<file path="config.mk">
export PLATFORM = sky130hd
export DESIGN_NAME = ptb_ctrl
export DESIGN_NICKNAME = d
export VERILOG_FILES = /design/src/hdl/ptb_pkg.sv /design/src/hdl/ptb_ctrl.sv
export SDC_FILE = /design/constraint.sdc
export NUM_CORES = 1
export LEC_CHECK = 0
export BUFFER_PORTS_ARGS = -buffer_cell sky130_fd_sc_hd__buf_2
export CAP_MARGIN = 20
export CORE_AREA = 2 2 39 41
export DETAILED_ROUTE_END_ITERATION = 16
export DIE_AREA = 0 0 41 43
export HOLD_SLACK_MARGIN = 0.12
export SKIP_CTS_REPAIR_TIMING = 1
export SYNTH_ARGS = -nofsm -noshare
export SYNTH_HDL_FRONTEND = slang
export SYNTH_SLANG_ARGS = --single-unit
export TNS_END_PERCENT = 100
</file>
<file path="constraint.sdc">
create_clock -name clk -period 1.65 [get_ports clk]
set_clock_uncertainty 0.1 [all_clocks]
set_input_delay 0.165 -clock clk [delete_from_list [all_inputs] [get_ports clk]]
set_output_delay 0.165 -clock clk [all_outputs]
set_load 0.01 [all_outputs]
</file>
<file path="src/hdl/ptb_pkg.sv">
package ptb_pkg;

    localparam int DEF_MAX_LEN  = 256;
    localparam int DEF_ALPHABET = 256;
    localparam int SYMBOL_W     = 8;
    localparam int LEN_W        = 9;
    localparam int START_W      = 8;

    typedef enum logic [3:0] {
        S_IDLE,
        S_CHECK,
        S_RD_NODE,
        S_RD_HIST,
        S_CMP,
        S_RD_EDGE,
        S_RD_KEY,
        S_DECIDE,
        S_CREATE,
        S_UPDATE,
        S_OUT
    } ptb_state_t;

    typedef struct packed {
        logic accept;
        logic start_walk;
        logic rd_node;
        logic rd_hist;
        logic step;
        logic set_parent;
        logic set_lookup;
        logic rd_edge;
        logic rd_key;
        logic take_hit;
        logic start_walk2;
        logic take_link;
        logic create;
        logic update;
        logic set_ovf;
        logic load_out;
    } ptb_cmd_t;

    typedef struct packed {
        logic full;
        logic match;
        logic hit;
        logic par_root;
        logic out_busy;
    } ptb_stat_t;

endpackage

</file>
<file path="src/hdl/ptb_ctrl.sv">
module ptb_ctrl (
    input  logic                clk,
    input  logic                rst_n,
    input  logic                in_valid,
    output logic                in_ready,
    input  ptb_pkg::ptb_stat_t  stat,
    output ptb_pkg::ptb_cmd_t   cmd
);
    import ptb_pkg::*;

    ptb_state_t state_reg;
    ptb_state_t state_next;
    logic       phase2_reg;
    logic       phase2_next;

    always_ff @(posedge clk or negedge rst_n)
    begin
        if (!rst_n)
        begin
            state_reg  <= S_IDLE;
            phase2_reg <= 1'b0;
        end
        else
        begin
            state_reg  <= state_next;
            phase2_reg <= phase2_next;
        end
    end

    always_comb
    begin
        state_next  = state_reg;
        phase2_next = phase2_reg;
        unique case (state_reg)
            S_IDLE:
            begin
                if (in_valid)
                begin
                    state_next  = S_CHECK;
                    phase2_next = 1'b0;
                end
            end
            S_CHECK:
            begin
                if (stat.full)
                begin
                    state_next = S_OUT;
                end
                else
                begin
                    state_next = S_RD_NODE;
                end
            end
            S_RD_NODE: state_next = S_RD_HIST;
            S_RD_HIST: state_next = S_CMP;
            S_CMP:
            begin
                if (stat.match)
                begin
                    state_next = S_RD_EDGE;
                end
                else
                begin
                    state_next = S_RD_NODE;
                end
            end
            S_RD_EDGE: state_next = S_RD_KEY;
            S_RD_KEY:  state_next = S_DECIDE;
            S_DECIDE:
            begin
                if (stat.hit)
                begin
                    if (phase2_reg)
                    begin
                        state_next = S_CREATE;
                    end
                    else
                    begin
                        state_next = S_UPDATE;
                    end
                end
                else if (phase2_reg || stat.par_root)
                begin
                    state_next = S_CREATE;
                end
                else
                begin
                    state_next  = S_RD_NODE;
                    phase2_next = 1'b1;
                end
            end
            S_CREATE: state_next = S_UPDATE;
            S_UPDATE: state_next = S_OUT;
            S_OUT:
            begin
                if (!stat.out_busy)
                begin
                    state_next = S_IDLE;
                end
            end
            default: state_next = S_IDLE;
        endcase
    end

    always_comb
    begin
        cmd      = '0;
        in_ready = 1'b0;
        unique case (state_reg)
            S_IDLE:
            begin
                in_ready   = 1'b1;
                cmd.accept = in_valid;
            end
            S_CHECK:
            begin
                if (stat.full)
                begin
                    cmd.set_ovf = 1'b1;
                end
                else
                begin
                    cmd.start_walk = 1'b1;
                end
            end
            S_RD_NODE: cmd.rd_node = 1'b1;
            S_RD_HIST: cmd.rd_hist = 1'b1;
            S_CMP:
            begin
                if (stat.match)
                begin
                    cmd.set_lookup = 1'b1;
                    cmd.set_parent = !phase2_reg;
                end
                else
                begin
                    cmd.step = 1'b1;
                end
            end
            S_RD_EDGE: cmd.rd_edge = 1'b1;
            S_RD_KEY:  cmd.rd_key = 1'b1;
            S_DECIDE:
            begin
                if (stat.hit)
                begin
                    if (phase2_reg)
                    begin
                        cmd.take_link = 1'b1;
                    end
                    else
                    begin
                        cmd.take_hit = 1'b1;
                    end
                end
                else if (!phase2_reg && !stat.par_root)
                begin
                    cmd.start_walk2 = 1'b1;
                end
            end
            S_CREATE: cmd.create = 1'b1;
            S_UPDATE: cmd.update = 1'b1;
            S_OUT:    cmd.load_out = !stat.out_busy;
            default:  cmd = '0;
        endcase
    end

endmodule

</file>
# Word level (Yosys, flattened, before mapping)
# Index checks and enable logic that the tools add are counted.
[word_totals]
register_bits = 5
latchBits = 0
ram_bits = 0
mem_bits_ro = 0
in_bits = 8
word_cells = 60
n_memories = 0
[op_classes]
add_sub_neg = 0
n_mul = 0
div_mod_pow = 0
order_cmp = 0
eq_ne = 14
shifts = 0
mux = 35
n_bitwise = 0
n_reduce_logical = 9
[op_table]
columns = ["cell", "n"]
rows = [
  ["4-bit case mux with 11 select lines", 1],
  ["1-bit 2-to-1 mux", 24],
  ["4-bit 2-to-1 mux", 5],
  ["4-bit by 3-bit equality test with 1-bit output, second input constant", 4],
  ["4-bit equality test, second input constant", 3],
  ["3-bit 2-to-1 mux", 3],
  ["4-bit by 2-bit equality test with 1-bit output, second input constant", 2],
  ["2-bit inequality test, second input constant", 4],
  ["4-bit by 1-bit equality test with 1-bit output, second input constant", 1],
  ["4-bit logical NOT", 1],
  ["4-bit AND reduction", 1],
  ["1-bit logical NOT", 3],
  ["2-bit 2-to-1 mux", 1],
  ["1-bit case mux with 2 select lines", 1],
  ["2-bit AND reduction", 1],
  ["2-bit nonzero test", 1],
  ["1-bit logical AND", 1],
  ["1-bit logical OR", 1],
]

# Longest topological paths before layout
[logic_depth]
depth_word = 5
ltp_mapped = 4
mapped_depth_nobuf = 3

# Worst setup path before layout
# OpenSTA, ideal clock, no wires.
[synth_path]
path_type = "reg-to-output"
startpoint = "reg state_reg[3]"
endpoint = "out cmd[15] (netlist bit)"
arrival_ps = 1189
required_ps = 1385
setup_slack_ps = 196
path_stages_with_launch = 4
cell_sequence = "dfrtp_1 buf_4 nor4_2 and2_1"
[synth_rtl]
columns = ["element", "line", "text"]
rows = [
  ["start: declaration", "ptb_ctrl.sv:11", "ptb_state_t state_reg;"],
  ["start signal: assignment", "ptb_ctrl.sv:25", "state_reg <= state_next;"],
  ["end: declaration", "ptb_ctrl.sv:7", "output ptb_pkg::ptb_cmd_t cmd"],
]

==> summary.txt <==
Clock tree
  – Clk buf depth: 2
  – H-Tree Depth: 1
  – Number of buffers created by CTS: 3
  – Clk pin slew, worst setup/hold paths: 40 ps
  – CTS tree: built
  – Clk_lat worst skew: 230 ps
  – CTS Sinks: 5
  – Clk Tree Root Cell: clkbuf_4

Critical path
  – Reg2Reg Setup Slack: 130 ps
  – Worst Path Arrival: 1410 ps
  – Worst-path fanout max: 4
  – R2r startpoint: state_reg[0]
  – Critical path class: flop to primary output
  – Worst endpoint required time: 1380 ps
  – Element type at the critical path end: primary output
  – Kind of start point of the critical path: flop
  – RR Endpoint: state_reg[2]
  – R2R cell count: 4

Placed design
  – DP Worst Slack: 168 ps
  – Placed cell area: 621 µm²
  – DP Cell Count: 100
  – DP Wirelength: 1000 µm
  – GP Congestion: 0.830
  – PortBufs: 24

Drt
  – Drt wl/cell: 12.7 µm
  – Initial DRC Count: 24
  – DRT Wirelength: 1370 µm
  – Pre-antenna DRT Iters: 4
  – DRC viols: 0
  – Via/cell ratio: 5.35
  – Routed via count: 578
  – Antenna Nets Post-Route: 0

Pwr
  – Pwr dens: 1610 nW/µm²
  – Lkg Pwr: 0.379 nW
  – PnR Total Power: 1.17 mW
  – Max IR drop VDD: 0.000863 V

Final layout
  – Final #Nets: 101
  – Final Cell Area: 723 µm²
  – Max reg flops: 4
  – Fraction of layout cells with a size suffix above 1: 52.2%
  – # diodes: 0
  – P&R area growth vs syn: 59.7%
  – Post-layout util: 52.3%
  – Non-Filler Instances: 108

Min path
  – Hold depth: 3
  – HP Class: input pin to flop
  – Hold_sp: in_valid
  – Hold EP: phase2_reg

Timing
  – Fin. Hold Viols: 0
  – RSZ-0062 raised after global routing: true
  – Final setup vio count: 2
  – Slack of the critical path: -20.5 ps
  – FMAX: 599 MHz
  – Slew Limit Fails: 0
  – Rel. slew slack: 78.0%
  – Slew @ Worst Pin: 325 ps
  – Setup tns final: -40.3 ps
  – Hold WS: 120 ps
  – Fin crit share: 101%
  – Crit path time final: 1670 ps

Floorplanning
  – Core ar.: 1380 µm²
  – Row count: 14
  – Ports: 25
  – Die X: 41 µm
  – Die area: 1760 µm²
  – Starting density of the core: 32.7%
  – Die Ht: 43 µm

Yosys
  – Yosys top cell area share: 27.6%
  – #FFs+latches synth: 5
  – Unique cell type count in the Yosys netlist: 27
  – Yosys top cell by area: dfrtp_1
  – Synthesis warning total: 0
  – Syn Inst Count: 57
  – Syn_area_per_cell: 7.95 µm²
  – Mapped Nets: 65
  – Mapped Area: 453 µm²
  – Synth area leaders: dfrtp_1, nand2b_1, nor2_1
  – Sequential area share after synthesis: 27.6%

Job
  – MaxCap Viol Count: 0

Outcome
  – Failing checks: setup timing
  – Status: finished with violations

GRT
  – Initial antenna violation count: 0
  – Tot GR Track Use: 17.6%
  – Vias in the first global route: 493
  – First-pass GRT wire length: 2100 µm
  – Largest net degree at the start of global routing: 13
  – Grt total ovfl: 0
-- routing by layer --
layer / global-route usage [%] / share of wire (%) / vias to the layer above / wire [µm]
met1: 24.8 / 43 / 276 / 596
met2: 24.7 / 52 / 23 / 712
met4: 9.33 / 0 / 0 / 0
met3: 3.14 / 4.6 / 0 / 63
li1: - / - / 279 / -
met5: 0 / 0 / - / 0
-- power by group --
part	switching (mW)	total (mW)	internal [mW]	leakage, nW
Sequential	0.0682	0.248	0.179	0.0613
Combinational	0.413	0.785	0.372	0.303
Clock	0.0440	0.135	0.0910	0.0150
Total	0.525	1.17	0.642	0.379
-- synth_stat cells, drive strengths merged --
| cell type | instances |
|---|---|
| a21oi | 4 |
| a311o | 1 |
| a31oi | 1 |
| and2 | 2 |
| and3 | 2 |
| and4 | 1 |
| and4b | 1 |
| buf | 4 |
| dfrtp | 5 |
| inv | 3 |
| nand2 | 1 |
| nand2b | 7 |
| nand4b | 1 |
| nor2 | 8 |
| nor3 | 4 |
| nor3b | 1 |
| nor4 | 3 |
| nor4b | 1 |
| o211a | 1 |
| o211ai | 1 |
| o21ai | 1 |
| o311ai | 1 |
| or4 | 1 |
| or4b | 2 |
-- worst max path at each step --
stage	start	endpoint	slack, ps	cells past startpoint
2_1_floorplan	state_reg[3]	cmd[15]	200	3
3_3_place_gp	state_reg[3]	cmd[10]	180	4
3_5_place_dp	state_reg[3]	cmd[10]	170	4
4_1_cts	state_reg[3]	cmd[10]	-100	4
5_1_grt	state_reg[0]	cmd[10]	-100	3
6_report	state_reg[0]	cmd[10]	-20	3
-- cells by family (layout without fill, tap and decap cells) --
group	Yosys count	count (layout)	share of synthesized area (%)
AND/OR/NAND/NOR	35	35	49.4
AO/OA/AOI/OAI	10	10	14.9
buffers and inverters	7	42	8.01
flip-flops	5	5	27.6
-- cell usage in the layout, fill, tap and decap left out, types with 2 or more instances in the layout --
| cell | netlist | routed |
|---|---|---|
| nor2_1 | 8 | 7 |
| clkbuf_4 | 0 | 3 |
| buf_4 | 2 | 10 |
| nand2b_1 | 7 | 5 |
| buf_2 | 2 | 24 |
| nor3_1 | 4 | 3 |
| dfrtp_2 | 0 | 2 |
| and2_1 | 2 | 2 |
| dfrtp_1 | 5 | 3 |
| a21oi_1 | 4 | 4 |
| and3_1 | 2 | 2 |
| nand2b_4 | 0 | 2 |
| inv_1 | 2 | 2 |
| or4b_1 | 2 | 2 |
-- cell type report --
class                   count  area, µm²
multi-input cells          45        333
well taps                  16       20.0
fillers                   135        661
inverters                   3       11.3
repair buffers             35        205
flip-flops and latches      5        128
clock buffers               4       26.3
-- critical path: stages, from the launching register on --
cell	delay, ps
dfrtp_1	400
or4_4	560
nor2_2	80
buf_2	130
(Power assumes the default switching activity.)
